===== src/rtl/cpet_pkg.sv =====
// shared constants, types and the table hash for the collision pair event tracker
package cpet_pkg;

	localparam int TABLE_DEPTH = 256;
	localparam int ID_BITS     = 16;
	localparam int COORD_BITS  = 24;
	localparam int QUEUE_DEPTH = 2;

	localparam int TABLE_ABITS = $clog2(TABLE_DEPTH);
	localparam int KEY_BITS    = 2 * ID_BITS;
	localparam int DIFF_BITS   = COORD_BITS + 1;
	localparam int QPTR_BITS   = $clog2(QUEUE_DEPTH);

	localparam logic [1:0] EV_NONE  = 2'd0;
	localparam logic [1:0] EV_ENTER = 2'd1;
	localparam logic [1:0] EV_STAY  = 2'd2;
	localparam logic [1:0] EV_EXIT  = 2'd3;

	typedef struct packed {
		logic                clear_all;
		logic [KEY_BITS-1:0] key;
		logic                hit;
	} item_t;

	typedef struct packed {
		logic [KEY_BITS-1:0] key;
		logic                touch;
	} entry_t;

	// xor fold of the pair key down to a table address
	function automatic logic [TABLE_ABITS-1:0] key_hash(input logic [KEY_BITS-1:0] key);
		logic [TABLE_ABITS-1:0] h;
		h = '0;
		for (int i = 0; i < KEY_BITS; i++) begin
			h[i % TABLE_ABITS] = h[i % TABLE_ABITS] ^ key[i];
		end
		return h;
	endfunction

endpackage


===== src/rtl/cpet_queue.sv =====
// small first-in first-out queue between the front and back ends
module cpet_queue (
	input  logic            clk,
	input  logic            arst_n,
	input  logic            push_valid,
	input  cpet_pkg::item_t push_data,
	output logic            push_ready,
	output logic            pop_valid,
	output cpet_pkg::item_t pop_data,
	input  logic            pop_ready
);

	cpet_pkg::item_t                q_mem [cpet_pkg::QUEUE_DEPTH];
	logic [cpet_pkg::QPTR_BITS-1:0] wr_ptr_q, rd_ptr_q;
	logic [cpet_pkg::QPTR_BITS:0]   count_q;
	logic                           do_push, do_pop;

	assign push_ready = count_q != (cpet_pkg::QPTR_BITS + 1)'(cpet_pkg::QUEUE_DEPTH);
	assign pop_valid  = count_q != '0;
	assign pop_data   = q_mem[rd_ptr_q];
	assign do_push    = push_valid && push_ready;
	assign do_pop     = pop_valid && pop_ready;

	always_ff @(posedge clk or negedge arst_n) begin
		if (!arst_n) begin
			wr_ptr_q <= '0;
			rd_ptr_q <= '0;
			count_q  <= '0;
		end else begin
			if (do_push) wr_ptr_q <= wr_ptr_q + 1'b1;
			if (do_pop) rd_ptr_q <= rd_ptr_q + 1'b1;
			if (do_push && !do_pop) begin
				count_q <= count_q + 1'b1;
			end else if (do_pop && !do_push) begin
				count_q <= count_q - 1'b1;
			end
		end
	end

	always_ff @(posedge clk) begin
		if (do_push) q_mem[wr_ptr_q] <= push_data;
	end

endmodule


===== config.mk =====
export PLATFORM = sky130hd
export DESIGN_NAME = cpet_queue
export DESIGN_NICKNAME = d
export VERILOG_FILES = /design/src/rtl/cpet_pkg.sv /design/src/rtl/cpet_queue.sv
export SDC_FILE = /design/constraint.sdc
export NUM_CORES = 1
export LEC_CHECK = 0
export BUFFER_PORTS_ARGS = -buffer_cell sky130_fd_sc_hd__buf_2
export CAP_MARGIN = 20
export CELL_PAD_IN_SITES_DETAIL_PLACEMENT = 0
export CELL_PAD_IN_SITES_GLOBAL_PLACEMENT = 2
export CORE_MARGIN = 8
export CORE_UTILIZATION = 41
export DETAILED_ROUTE_END_ITERATION = 6
export HOLD_SLACK_MARGIN = 0.06
export PLACE_DENSITY_LB_ADDON = 0.25
export SLEW_MARGIN = 40
export SYNTH_ARGS = -nofsm -noshare
export SYNTH_HDL_FRONTEND = slang
export SYNTH_SLANG_ARGS = --single-unit
export TNS_END_PERCENT = 100

===== constraint.sdc =====
create_clock -name clk -period 5.5 [get_ports clk]
set_input_delay 0.55 -clock clk [delete_from_list [all_inputs] [get_ports clk]]
set_output_delay 0.55 -clock clk [all_outputs]
set_load 0.01 [all_outputs]

==> impl_metrics.ini, run 1 <==
[clocking]
clk_pin_slew_ns = 0.08
cts_tree = done
clock-sinks = 72
cts_buffers = 9
cts_root_buf = clkbuf_8
clk-insertion-delay-late_ns = 0.32
cts-htree-levels = 3
clock_path_buffers = 2
cts_setup_buffers = 0

[global_routing]
grt_max_degree = 36
grt_pass1_vias = 1583
busiest_layer = met2
use_met3 = 0.0437
antenna_found_initial = 0
grt_first_pass_wirelength_um = 7890
grt_use_total = 0.108
grt_util_met1 = 0.100
grtUsageMet2 = 0.199
grt_overflow = 0

[critical_path]
critPathKind = flip-flop to output port
setup.worst_path.end_class = output port
critPathArrivalTime_ns = 1.75
ff2ff_setup_slack_ns = 3.77
path_max_fanout = 35
critPathLaunchType = flip-flop
crit_slowest_cell = dfrtp_4
cp.required_ns = 4.95
cpPeakStageDelay_ns = 0.86
crit_chain = mux2_2, buf_2

[die]
die-height_um = 98.6
start_util = 0.417
core.rowCount = 30
die_w_um = 98.6
dieArea_sq_um = 9730
core_area_sq_um = 6720
pin_count = 74

[timing]
relSlewSlack = 0.564
clock_skew_ns = 0.00742
tightest_slew_ns = 0.654
period_needed_ns = 2.30
fmax_mhz = 435
hold_violations = 0
finalMaxSlewViolations = 0
tns_ns = 0
finalWorstSetupSlack_ns = 3.20
report.final.setup_viol = 0
rsz0062_at_grt = no
fin_crit_sh = 0.418

[logic_synthesis]
ys_ff_latch = 72
syn_inst = 124
yosysWarnings = 0
synth_top_area_frac = 0.730
synthFlopType = edfxtp_1
syn_nets = 163
syn_avg_cell_area_sq_um = 22.6
ys_types = 15
synth_edf_count = 68
synth.largest_area_cell = edfxtp_1
synth_area_leaders = edfxtp_1 73%, mux2_4 16%, dfrtp_1 3.6%
syn_area_sq_um = 2800
async_flop_share = 0.0556
ys_seq_area_frac = 0.765

[power_and_ir_drop]
seqPwrFrac = 0.445
vdd_ir_drop_max_v = 0.000323
power.leakage_nw = 1.41
p_switching_mw = 0.528
clockPowerShare = 0.272
power_density_nw_per_um2 = 553
switching_share = 0.272
intPower_mw = 1.41
p_comb_frac = 0.283

[drt]
viasPerCell = 4.66
wl_per_cell_um = 17.2
vias = 1355
drc = 0
dr.pass1.iters = 3
ant_nets = 0
drt_wl_total_um = 5010
drtIter0Drc = 26

[placement]
placed_cells = 274
place_area_sq_um = 3230
place_ws_ns = 3.54
hpwlAfterDp_um = 3470
gp_congestion = 0.632
io_buffers = 73

[hold_path]
hold_path.class = input pin to flip-flop

[finish]
fin_nets = 245
n_antenna_cell = 0
stdcell_area_sq_um = 3510
drive_above_1_share = 0.592
mostFrequentLayoutCell = buf_2
final_cell_mix = 73 x buf_2, 68 x edfxtp_1, 29 x mux2_4
final_cells = 291
fill_cells = 551
area_delta_synth_final_pct = 25.3
final_util = 0.522

[outcome]
status = complete, no violations

[flow_run]
cap_violations = 0
final cells by class:
cell class / count / area [sq um] / share of cell area
Clock buffer: 11 / 131 / 0.0375
Sequential cell: 72 / 2150 / 0.612
Inverter: 1 / 3.75 / 0.00107
Clock inverter: 5 / 129 / 0.0367
Multi-Input combinational cell: 47 / 594 / 0.169
Timing Repair Buffer: 75 / 403 / 0.115
Tap cell: 80 / 100 / 0.0285
metrics by stage:
stage,hold WS [ns],power [mW]
finish,0.406,1.94
floorplan,0.254,1.26
detailed placement,0.361,1.44
global route,0.381,2.04
CTS,0.386,1.97
global placement,0.357,1.40
critical path: cells and delay by family, from the launching register on:
| kind | cells | cell delay, ns |
|---|---|---|
| muxes | 1 | 0.41 |
| DFF | 1 | 0.86 |
| buffers and inverters | 1 | 0.14 |
repair_timing:
action,in CTS,in global routing
hold endpoints to repair,4,0
hold buffers,1,0
resized for setup,0,0
power by group through the flow:
stage | registers, mW | clock network (mW) | logic (mW)
after floorplan | 0.795 | 0 | 0.468
after global placement | 0.866 | 0 | 0.536
after detailed placement | 0.879 | 0 | 0.559
after CTS | 0.868 | 0.543 | 0.562
after global routing | 0.879 | 0.566 | 0.596
final | 0.863 | 0.528 | 0.548
Yosys cell counts (2+ instances only):
cell type / n
buf_12: 3
xor2_1: 2
mux2_4: 29
edfxtp_1: 68
nor2_1: 2
mux2_2: 5
dfrtp_1: 4
xnor2_1: 3
nand2_1: 2
per-layer routing:
metal,wire length (um),part of all wire
met1,1880,0.38
met2,2750,0.55
met3,332,0.066
met4,43,0.0086
met5,0,0
state kept, by name, indices dropped and copies added (netlist names):
| signal | cells |
|---|---|
| rd_ptr_q | 1 |
| count_q | 2 |
| wr_ptr_q | 1 |
| q_mem | 68 |
cells by family (layout without fill, tap and decap cells):
| logic type | after synthesis | after routing | synth area share |
|---|---|---|---|
| buffers and inverters | 5 | 92 | 0.0268 |
| XOR/XNOR | 5 | 5 | 0.0156 |
| adder cells (fa/ha/maj) | 1 | 1 | 0.00447 |
| flip-flops | 72 | 72 | 0.765 |
| AND/OR/NAND/NOR | 7 | 7 | 0.0121 |
| multiplexers | 34 | 34 | 0.176 |
path summary, 6_finish.rpt:
check / from / endpoint / depth (start not counted)
max in group asynchronous: arst_n / rd_ptr_q$_DFFE_PN0P_ / 2
worst min register to register: count_q[1]$_DFFE_PN0P_ / count_q[1]$_DFFE_PN0P_ / 1
worst max-delay path: rd_ptr_q$_DFFE_PN0P_ / pop_data[13] / 2
min in group asynchronous: arst_n / count_q[0]$_DFFE_PN0P_ / 2
worst max register to register: count_q[0]$_DFFE_PN0P_ / q_mem[0][33]$_DFFE_PP_ / 4
worst min-delay path: push_data[23] / q_mem[0][23]$_DFFE_PP_ / 1
Note: power is estimated with default switching activity, not from simulation.
==> run 2, diff against run 1 <==
Settings changed: CORE_UTILIZATION 41 to 38.
Clock period 5.5 ns to 2.4 ns, I/O delays scaled along.
==> run 2 against run 1 <==
Final cell count is 7.6% higher. Combinational power grew to 2.6 times the previous value. Worst hold slack worse by 0.31 ns. Non-clock buffer count is 3 higher. Register-to-register slack worse by 3.0 ns. Sequential power is 110% higher. Global-route usage is 0.84 points lower. Via count is 0.15% lower. Setup slack worse by 2.6 ns. Sequential cell count stayed put. Total power is 110% higher. Critical path type unchanged. Critical endpoint is now pop_data[18].
==> impl_metrics.ini, run 2 (synthesis results as in run 1) <==
[drt]
dr.max_layer_used = met4
routed-wl-met2_um = 2510
route.met3.wl_um = 438
drc = 0
viasPerCell = 4.32
wl_per_cell_um = 15.5
ant_nets = 0
vias = 1353
drt_wl_total_um = 4850
dr.pass1.iters = 5
drtIter0Drc = 28
wl_met1_um = 1840

[die]
pin_count = 74
dieArea_sq_um = 10400
die_w_um = 102
core_area_sq_um = 7180
start_util = 0.390
core.rowCount = 31
die-height_um = 102

[power_and_ir_drop]
vdd_ir_drop_max_v = 0.000552
power.leakage_nw = 1.38
intPower_mw = 2.82
p_switching_mw = 1.17
power_density_nw_per_um2 = 1160
p_comb_frac = 0.358
switching_share = 0.294
total_power_mw = 4.00
clockPowerShare = 0.187
seqPwrFrac = 0.455

[placement]
hpwlAfterDp_um = 3590
place_ws_ns = 0.719
io_buffers = 73
placed_cells = 296
gp_congestion = 0.686

[critical_path]
crit_chain = buf_4, mux2_2, buf_2
critPathKind = flip-flop to output port
cpPeakStageDelay_ns = 0.38
crit_slowest_cell = mux2_2
cp.required_ns = 2.16
crit_path_end = pop_data[18]
critPathLaunchType = flip-flop
ff2ff_setup_slack_ns = 0.73
crit_buf_inv = 2
crit_path_start = rd_ptr_q$_DFFE_PN0P_
critPathArrivalTime_ns = 1.52
r2r-end = q_mem[0][9]$_DFFE_PP_
rr_startpoint = count_q[0]$_DFFE_PN0P_
cp_num_cells = 3
rr_worst_depth = 4
critical_path.top_delay_family = buffers and inverters
setup.worst_path.end_class = output port
path_max_fanout = 19

[timing]
clock_skew_ns = 0.00744
tns_ns = 0
fin_crit_sh = 0.734
rsz0062_at_grt = no
finalMaxSlewViolations = 0
tightest_slew_ns = 0.496
period_needed_ns = 1.76
hold_violations = 0
finalWorstSetupSlack_ns = 0.639
fmax_mhz = 568
report.final.setup_viol = 0
hold_ws_ns = 0.0981
relSlewSlack = 0.669

[clocking]
cts_buffers = 9
cts_tree = done
cts_setup_buffers = 0
clock-sinks = 72
clk_pin_slew_ns = 0.07
clock_path_buffers = 2
clk-insertion-delay-late_ns = 0.33
cts-htree-levels = 3
cts_root_buf = clkbuf_8

[finish]
fill_cells = 636
reg_top3 = q_mem x68, count_q x2
final_cell_mix = 73 x buf_2, 68 x edfxtp_1, 29 x mux2_4
largest-register = q_mem
final_cells = 313
fin_nets = 248
area_delta_synth_final_pct = 23.2
mostFrequentLayoutCell = buf_2
drive_above_1_share = 0.584
largest_reg_flops = 68
n_antenna_cell = 0

[hold_path]
hold_path.class = input pin to flip-flop

[global_routing]
grt_max_degree = 20
grt_overflow = 0
grt_pass1_vias = 1581
grt_first_pass_wirelength_um = 7510
grt_use_total = 0.100
antenna_found_initial = 0

[outcome]
status = complete, no violations

[flow_run]
cap_violations = 0
[run 2: cell count changes in the layout (fill, tap and decap cells not counted), sizes merged]
cell,before,now
clkinv,1,4
bufinv,4,0
buf,74,77
clkinvlp,0,1
[run 2: power groups by stage]
| stage | combinational, mW | clock (mW) | sequential [mW] |
|---|---|---|---|
| after floorplan | 1.08 | 0 | 1.82 |
| after global placement | 1.44 | 0 | 1.82 |
| after detailed placement | 1.47 | 0 | 1.84 |
| after CTS | 1.48 | 0.777 | 1.82 |
| after global routing | 1.56 | 0.822 | 1.85 |
| final | 1.43 | 0.745 | 1.82 |
[run 2: timing repair]
item / CTS / global route
resized for setup: 0 / 0
hold buffers: 1 / 0
hold endpoints to repair: 4 / 0
[run 2: worst min-delay path by stage]
stage	cells after the start	to	slack, ns	from
6_report	1	q_mem[0][14]$_DFFE_PP_	0.1	push_data[14]
5_1_grt	1	q_mem[0][14]$_DFFE_PP_	0.08	push_data[14]
4_1_cts	1	q_mem[1][14]$_DFFE_PP_	0.07	push_data[14]
3_5_place_dp	1	count_q[0]$_DFFE_PN0P_	0.05	arst_n
3_3_place_gp	1	count_q[0]$_DFFE_PN0P_	0.05	arst_n
2_1_floorplan	0	count_q[0]$_DFFE_PN0P_	-0.06	arst_n
[run 2: area by class of cell]
| cell class | count | area [sq um] | area share |
|---|---|---|---|
| Tap cell | 99 | 124 | 0.0359 |
| Timing Repair Buffer | 78 | 430 | 0.125 |
| Clock buffer | 11 | 131 | 0.0381 |
| Clock inverter | 5 | 23.8 | 0.00690 |
| Sequential cell | 72 | 2140 | 0.622 |
| Multi-Input combinational cell | 47 | 591 | 0.171 |
| Inverter | 1 | 3.75 | 0.00109 |
[run 2: stage by stage]
step	instance area (sq um)	util
after floorplan	2800	-
after global placement	3280	0.457
after detailed placement	3280	0.457
after CTS	3450	0.480
after global routing	3450	0.480
final	3450	0.480
[run 2: routing by layer]
metal / vias to the layer above / GRT usage
met5: - / 0
met4: 0 / 0.0643
met3: 6 / 0.0416
met2: 42 / 0.169
met1: 658 / 0.100
li1: 647 / -
