--- config.mk ---
export PLATFORM = sky130hd
export DESIGN_NAME = cpet_front_flat
export DESIGN_NICKNAME = d
export VERILOG_FILES = /design/src/rtl/cpet_pkg.sv /design/src/rtl/cpet_if.sv /design/src/rtl/cpet_front.sv /design/src/flat_wrapper.sv
export SDC_FILE = /design/constraint.sdc
export NUM_CORES = 1
export LEC_CHECK = 0
export ABC_CLOCK_PERIOD_IN_PS = 9900
export BUFFER_PORTS_ARGS = -buffer_cell sky130_fd_sc_hd__buf_2
export CAP_MARGIN = 10
export CORE_MARGIN = 2
export CORE_UTILIZATION = 48
export DETAILED_ROUTE_END_ITERATION = 10
export GPL_TIMING_DRIVEN = 0
export PLACE_DENSITY = 0.78
export SLEW_MARGIN = 25
export SYNTH_ARGS = -nofsm -noshare
export SYNTH_HDL_FRONTEND = slang
export SYNTH_SLANG_ARGS = --single-unit
--- constraint.sdc ---
create_clock -name clk -period 9.9 [get_ports clk]
set_clock_uncertainty 0.05 [all_clocks]
set_input_delay 1.485 -clock clk [delete_from_list [all_inputs] [get_ports clk]]
set_output_delay 1.485 -clock clk [all_outputs]
set_load 0.1 [all_outputs]
--- src/rtl/cpet_pkg.sv ---
// shared constants, types and the table hash for the collision pair event tracker
package cpet_pkg;

	localparam int TABLE_DEPTH = 256;
	localparam int ID_BITS     = 16;
	localparam int COORD_BITS  = 24;
	localparam int QUEUE_DEPTH = 2;

	localparam int TABLE_ABITS = $clog2(TABLE_DEPTH);
	localparam int KEY_BITS    = 2 * ID_BITS;
	localparam int DIFF_BITS   = COORD_BITS + 1;
	localparam int QPTR_BITS   = $clog2(QUEUE_DEPTH);

	localparam logic [1:0] EV_NONE  = 2'd0;
	localparam logic [1:0] EV_ENTER = 2'd1;
	localparam logic [1:0] EV_STAY  = 2'd2;
	localparam logic [1:0] EV_EXIT  = 2'd3;

	typedef struct packed {
		logic                clear_all;
		logic [KEY_BITS-1:0] key;
		logic                hit;
	} item_t;

	typedef struct packed {
		logic [KEY_BITS-1:0] key;
		logic                touch;
	} entry_t;

	// xor fold of the pair key down to a table address
	function automatic logic [TABLE_ABITS-1:0] key_hash(input logic [KEY_BITS-1:0] key);
		logic [TABLE_ABITS-1:0] h;
		h = '0;
		for (int i = 0; i < KEY_BITS; i++) begin
			h[i % TABLE_ABITS] = h[i % TABLE_ABITS] ^ key[i];
		end
		return h;
	endfunction

endpackage

--- src/rtl/cpet_if.sv ---
// channel interfaces for pair items and event results
interface cpet_in_if;
	logic                                  valid;
	logic                                  ready;
	logic                                  clear_all;
	logic        [cpet_pkg::ID_BITS-1:0]    first_id;
	logic        [cpet_pkg::ID_BITS-1:0]    second_id;
	logic signed [cpet_pkg::COORD_BITS-1:0] first_cx;
	logic signed [cpet_pkg::COORD_BITS-1:0] first_cy;
	logic signed [cpet_pkg::COORD_BITS-1:0] first_w;
	logic signed [cpet_pkg::COORD_BITS-1:0] first_h;
	logic signed [cpet_pkg::COORD_BITS-1:0] second_cx;
	logic signed [cpet_pkg::COORD_BITS-1:0] second_cy;
	logic signed [cpet_pkg::COORD_BITS-1:0] second_w;
	logic signed [cpet_pkg::COORD_BITS-1:0] second_h;

	modport source (
		output valid, clear_all, first_id, second_id, first_cx, first_cy, first_w, first_h,
		       second_cx, second_cy, second_w, second_h,
		input  ready
	);
	modport sink (
		input  valid, clear_all, first_id, second_id, first_cx, first_cy, first_w, first_h,
		       second_cx, second_cy, second_w, second_h,
		output ready
	);
endinterface


--- src/rtl/cpet_front.sv ---
// front end: takes pair items, runs the box overlap test, forms the pair key
module cpet_front (
	input  logic              clk,
	input  logic              arst_n,
	cpet_in_if.sink           pairs,
	output logic              push_valid,
	output cpet_pkg::item_t   push_data,
	input  logic              push_ready
);

	logic                                  adv;
	logic                                  v_s1, v_s2;
	logic                                  clr_s1, clr_s2;
	logic [cpet_pkg::KEY_BITS-1:0]         key_s1, key_s2;
	logic signed [cpet_pkg::DIFF_BITS-1:0] dx_s1, dy_s1, sx_s1, sy_s1;
	logic [cpet_pkg::DIFF_BITS-1:0]        adx_s2, ady_s2, asx_s2, asy_s2;
	logic                                  hit_x, hit_y;

	assign adv         = !v_s2 || push_ready;
	assign pairs.ready = adv;

	always_ff @(posedge clk or negedge arst_n) begin
		if (!arst_n) begin
			v_s1 <= 1'b0;
			v_s2 <= 1'b0;
		end else if (adv) begin
			v_s1 <= pairs.valid;
			v_s2 <= v_s1;
		end
	end

	// stage 1: center differences and size sums, sign extended by one bit
	always_ff @(posedge clk) begin
		if (adv) begin
			clr_s1 <= pairs.clear_all;
			key_s1 <= {pairs.first_id, pairs.second_id};
			dx_s1  <= cpet_pkg::DIFF_BITS'(pairs.first_cx) - cpet_pkg::DIFF_BITS'(pairs.second_cx);
			dy_s1  <= cpet_pkg::DIFF_BITS'(pairs.first_cy) - cpet_pkg::DIFF_BITS'(pairs.second_cy);
			sx_s1  <= cpet_pkg::DIFF_BITS'(pairs.first_w) + cpet_pkg::DIFF_BITS'(pairs.second_w);
			sy_s1  <= cpet_pkg::DIFF_BITS'(pairs.first_h) + cpet_pkg::DIFF_BITS'(pairs.second_h);
		end
	end

	// stage 2: magnitudes, the most negative value maps to its unsigned magnitude
	always_ff @(posedge clk) begin
		if (adv) begin
			clr_s2 <= clr_s1;
			key_s2 <= key_s1;
			adx_s2 <= dx_s1[cpet_pkg::DIFF_BITS-1] ? -dx_s1 : dx_s1;
			ady_s2 <= dy_s1[cpet_pkg::DIFF_BITS-1] ? -dy_s1 : dy_s1;
			asx_s2 <= sx_s1[cpet_pkg::DIFF_BITS-1] ? -sx_s1 : sx_s1;
			asy_s2 <= sy_s1[cpet_pkg::DIFF_BITS-1] ? -sy_s1 : sy_s1;
		end
	end

	assign hit_x = {adx_s2, 1'b0} <= {1'b0, asx_s2};
	assign hit_y = {ady_s2, 1'b0} <= {1'b0, asy_s2};

	assign push_valid          = v_s2;
	assign push_data.clear_all = clr_s2;
	assign push_data.key       = key_s2;
	assign push_data.hit       = hit_x && hit_y;

endmodule

--- src/flat_wrapper.sv ---
// flat-port wrapper written by rule: the top's interface ports become plain ports
module cpet_front_flat 
  (clk, arst_n, push_valid, push_data, push_ready, pairs_valid, pairs_clear_all, pairs_first_id, pairs_second_id, pairs_first_cx, pairs_first_cy, pairs_first_w, pairs_first_h, pairs_second_cx, pairs_second_cy, pairs_second_w, pairs_second_h, pairs_ready);
  cpet_in_if pairs_i ();
  input  logic clk;
  input  logic arst_n;
  output logic push_valid;
  output cpet_pkg::item_t push_data;
  input  logic push_ready;
  input wire logic [$bits(pairs_i.valid)-1:0] pairs_valid;
  input wire logic [$bits(pairs_i.clear_all)-1:0] pairs_clear_all;
  input wire logic [$bits(pairs_i.first_id)-1:0] pairs_first_id;
  input wire logic [$bits(pairs_i.second_id)-1:0] pairs_second_id;
  input wire logic [$bits(pairs_i.first_cx)-1:0] pairs_first_cx;
  input wire logic [$bits(pairs_i.first_cy)-1:0] pairs_first_cy;
  input wire logic [$bits(pairs_i.first_w)-1:0] pairs_first_w;
  input wire logic [$bits(pairs_i.first_h)-1:0] pairs_first_h;
  input wire logic [$bits(pairs_i.second_cx)-1:0] pairs_second_cx;
  input wire logic [$bits(pairs_i.second_cy)-1:0] pairs_second_cy;
  input wire logic [$bits(pairs_i.second_w)-1:0] pairs_second_w;
  input wire logic [$bits(pairs_i.second_h)-1:0] pairs_second_h;
  output wire logic [$bits(pairs_i.ready)-1:0] pairs_ready;
  assign pairs_i.valid = pairs_valid;
  assign pairs_i.clear_all = pairs_clear_all;
  assign pairs_i.first_id = pairs_first_id;
  assign pairs_i.second_id = pairs_second_id;
  assign pairs_i.first_cx = pairs_first_cx;
  assign pairs_i.first_cy = pairs_first_cy;
  assign pairs_i.first_w = pairs_first_w;
  assign pairs_i.first_h = pairs_first_h;
  assign pairs_i.second_cx = pairs_second_cx;
  assign pairs_i.second_cy = pairs_second_cy;
  assign pairs_i.second_w = pairs_second_w;
  assign pairs_i.second_h = pairs_second_h;
  assign pairs_ready = pairs_i.ready;
  cpet_front u_core (.clk(clk), .arst_n(arst_n), .pairs(pairs_i), .push_valid(push_valid), .push_data(push_data), .push_ready(push_ready));
endmodule
==> impl_metrics.py <==
metrics = {
    "clock_tree": {
        "clkSlewWorstSetupHoldPaths_ns": 0.06,
        "numCtsBuffers": 29,
        "cts_resized": 0,
        "clk_path_buf_depth": 3,
        "clk_latency_ns": 0.53,
        "cts_hold_buf": 0,
        "clock-sinks": 268,
        "cts_tree": "built",
        "htreeDepth": 1,
        "root_buffer": "clkbuf_16",
        "cts_setup_buffers": 0,
    },
    "yosys": {
        "yosysWarnings": 0,
        "synthTopCellsByCount": "edfxtp_1, ha_1, xnor2_1",
        "mappedNetlistNets": 1768,
        "synthMostInstantiatedCell": "edfxtp_1",
        "netlist-cell-type-count": 63,
        "ys.flop_type": "edfxtp_1",
        "synth-edff-count": 266,
        "synth_top_area_cell": "edfxtp_1",
        "synthTopCellsByArea": "edfxtp_1, ha_1, xnor2_1, inv_1, a21o_1",
        "netlist_instances": 1387,
        "ys_async_sr_fraction_pct": 0.746,
        "ys_seq_area_share_pct": 50.6,
        "synth-seq-cells": 268,
        "avgSynthCellArea_um2": 11.5,
        "synth_area_um2": 15900,
        "synth_top_area_share_pct": 50.2,
    },
    "hold_path": {
        "hold_depth": 0,
        "hold_class": "register to register",
    },
    "grt": {
        "grt_max_degree": 61,
        "antenna_found_initial": 4,
        "globalRoute.totalOverflow": 0,
        "grt_pass1_vias": 11400,
        "grt_pass1_wl_mm": 52.4,
        "track_usage_pct": 18.7,
    },
    "place": {
        "routabilityCongestion": 0.888,
        "place_ws_ns": 5.40,
        "port_buffers": 264,
        "dpl.hpwl_mm": 26.1,
    },
    "sta": {
        "hold_ws_ns": 0.367,
        "fin_crit_ns": 4.91,
        "hold_viol": 0,
        "timing.final.ws_setup_ns": 4.99,
        "slew_headroom_pct": 44.8,
        "post-route-period-util_pct": 49.6,
        "fin_setup_tns_ns": 0,
        "drv_slew": 0,
        "fmax_ghz": 0.204,
        "worst_pin_slew_ns": 0.818,
        "rsz0062_at_grt": "false",
        "finalSetupViolations": 0,
    },
    "floorplanning": {
        "io_pins": 265,
        "dieArea_um2": 34600,
        "start_util_pct": 48.9,
        "core_area_um2": 32500,
        "die_w_um": 186,
        "die_h_um": 186,
        "rows": 66,
    },
    "power": {
        "power_density_nw_per_um2": 198,
        "total_leakage_power_nw": 8.07,
        "ir_drop_mv": 0.136,
    },
    "drt": {
        "ant_nets": 0,
        "viasPerCell": 5.44,
        "drc_errors": 0,
        "dr.pass1.iters": 5,
        "first_iter_violations": 602,
        "wirelength_mm": 33.1,
        "post_drt_wl_per_cell_um": 15.3,
        "vias": 11700,
    },
    "cells_and_area": {
        "multi_input_area_um2": 7320,
        "nNetsFinal": 2068,
        "area_growth_pct": 18.6,
        "seqCellArea_um2": 8040,
        "drive_gt1_share_pct": 19.4,
        "fillCellCount": 2703,
    },
    "setup_path": {
        "setup.worst_path.class": "register to primary output",
        "critPathLaunch": "u_core.adx_s2[2]$_DFFE_PP_",
        "critPathRequiredTime_ns": 8.37,
        "end_kind": "primary output",
        "rr_worst_depth": 7,
        "worst-r2r-setup-slack_ns": 6.85,
        "worstSetupEndpoint": "push_data[0]",
        "cp.arrival_ns": 3.37,
        "r2r_end": "u_core.ady_s2[22]$_DFFE_PP_",
        "path_max_fanout": 2,
        "worstSetupStartpointType": "register",
        "reg2reg_from": "u_core.dy_s1[9]$_DFFE_PP_",
    },
    "outcome": {
        "outcome": "completed",
    },
    "job": {
        "cap_violations": 0,
    },
}
==> power by group <==
part           switching, mW  internal, mW
Combinational          0.583         0.403
Sequential             0.133          1.56
Clock                  0.421         0.641
Total                   1.14          2.60
==> critical path, stage by stage, from the launching register on <==
cell and delay [ns]:
edfxtp_1 0.37, ha_1 0.30, a21o_1 0.18, a21o_1 0.17, a211oi_1 0.33, o22ai_1 0.14
a2111oi_0 0.46, nand3_1 0.12, a21oi_1 0.28, buf_2 0.49
==> state kept, by name (all words and copies together) (netlist names) <==
name	count
u_core.adx_s2	25
u_core.ady_s2	25
u_core.asx_s2	25
u_core.asy_s2	25
u_core.clr_s1	1
u_core.clr_s2	1
u_core.dx_s1	25
u_core.dy_s1	25
u_core.key_s1	32
u_core.key_s2	32
u_core.push_valid	1
u_core.sx_s1	25
u_core.sy_s1	25
u_core.v_s1	1
==> cell type report <==
class                           count  share of cell area (%)
Antenna cell                        4                  0.0531
Inverter                          130                    2.59
Timing Repair Buffer              269                    7.66
Clock buffer                       35                    3.97
Tap cell                          442                    2.93
Sequential cell                   268                    42.6
Multi-Input combinational cell    975                    38.8
Clock inverter                     18                    1.05
Buffer                             14                   0.299
==> placed cells by master, fill, tap and decap left out, types with 19 or more instances in the layout <==
master     count
buf_2        264
clkbuf_16     29
inv_1        130
clkbuf_1      19
ha_1         148
a21o_1        64
xor2_1        26
nand2_1       79
o31ai_1       30
nor2_1        66
a21oi_1       84
xnor2_1      146
edfxtp_1     266
nand4_1       19
o21ai_0       68
==> worst min-delay path by stage <==
| stage | startpoint | to | slack, ns |
|---|---|---|---|
| after global placement | u_core.key_s1[3]$_DFFE_PP_ | u_core.key_s2[3]$_DFFE_PP_ | 0.35 |
| after floorplan | u_core.clr_s1$_DFFE_PP_ | u_core.clr_s2$_DFFE_PP_ | 0.35 |
| after CTS | u_core.key_s1[10]$_DFFE_PP_ | u_core.key_s2[10]$_DFFE_PP_ | 0.37 |
| after global routing | u_core.key_s1[10]$_DFFE_PP_ | u_core.key_s2[10]$_DFFE_PP_ | 0.36 |
| final | u_core.key_s1[8]$_DFFE_PP_ | u_core.key_s2[8]$_DFFE_PP_ | 0.37 |
| after detailed placement | u_core.key_s1[31]$_DFFE_PP_ | u_core.key_s2[31]$_DFFE_PP_ | 0.35 |
==> routing by layer <==
layer	share of wire [%]	global-route usage (%)	vias to the layer above	wire [um]
met5	0	0	-	0
met2	53	35.4	341	17700
met4	4.1	7.75	0	1370
met1	38	20.9	5496	12500
li1	-	-	5786	-
met3	4.5	2.62	90	1490
==> stage by stage <==
| step | utilization, % | instance area [um^2] | instances | total power [mW] |
|---|---|---|---|---|
| 2_1_floorplan | - | 15900 | 1387 | 2.43 |
| 3_3_place_gp | 54.6 | 17800 | 2093 | 2.66 |
| 3_5_place_dp | 55.0 | 17900 | 2098 | 2.70 |
| 4_1_cts | 57.9 | 18800 | 2151 | 3.77 |
| 5_1_grt | 58.0 | 18900 | 2155 | 3.95 |
| 6_report | 58.0 | 18900 | 2155 | 3.74 |
==> cells by family after synthesis <==
| logic type | Yosys count | share of synthesized area (%) |
|---|---|---|
| flip-flops | 268 | 50.6 |
| adder cells (fa/ha/maj) | 152 | 12.2 |
| buffers and inverters | 144 | 3.42 |
| AND/OR/NAND/NOR | 296 | 9.48 |
| AO/OA/AOI/OAI | 354 | 14.8 |
| multiplexers | 1 | 0.0708 |
| XOR/XNOR | 172 | 9.48 |
Note: power is estimated with default switching activity, not from simulation.
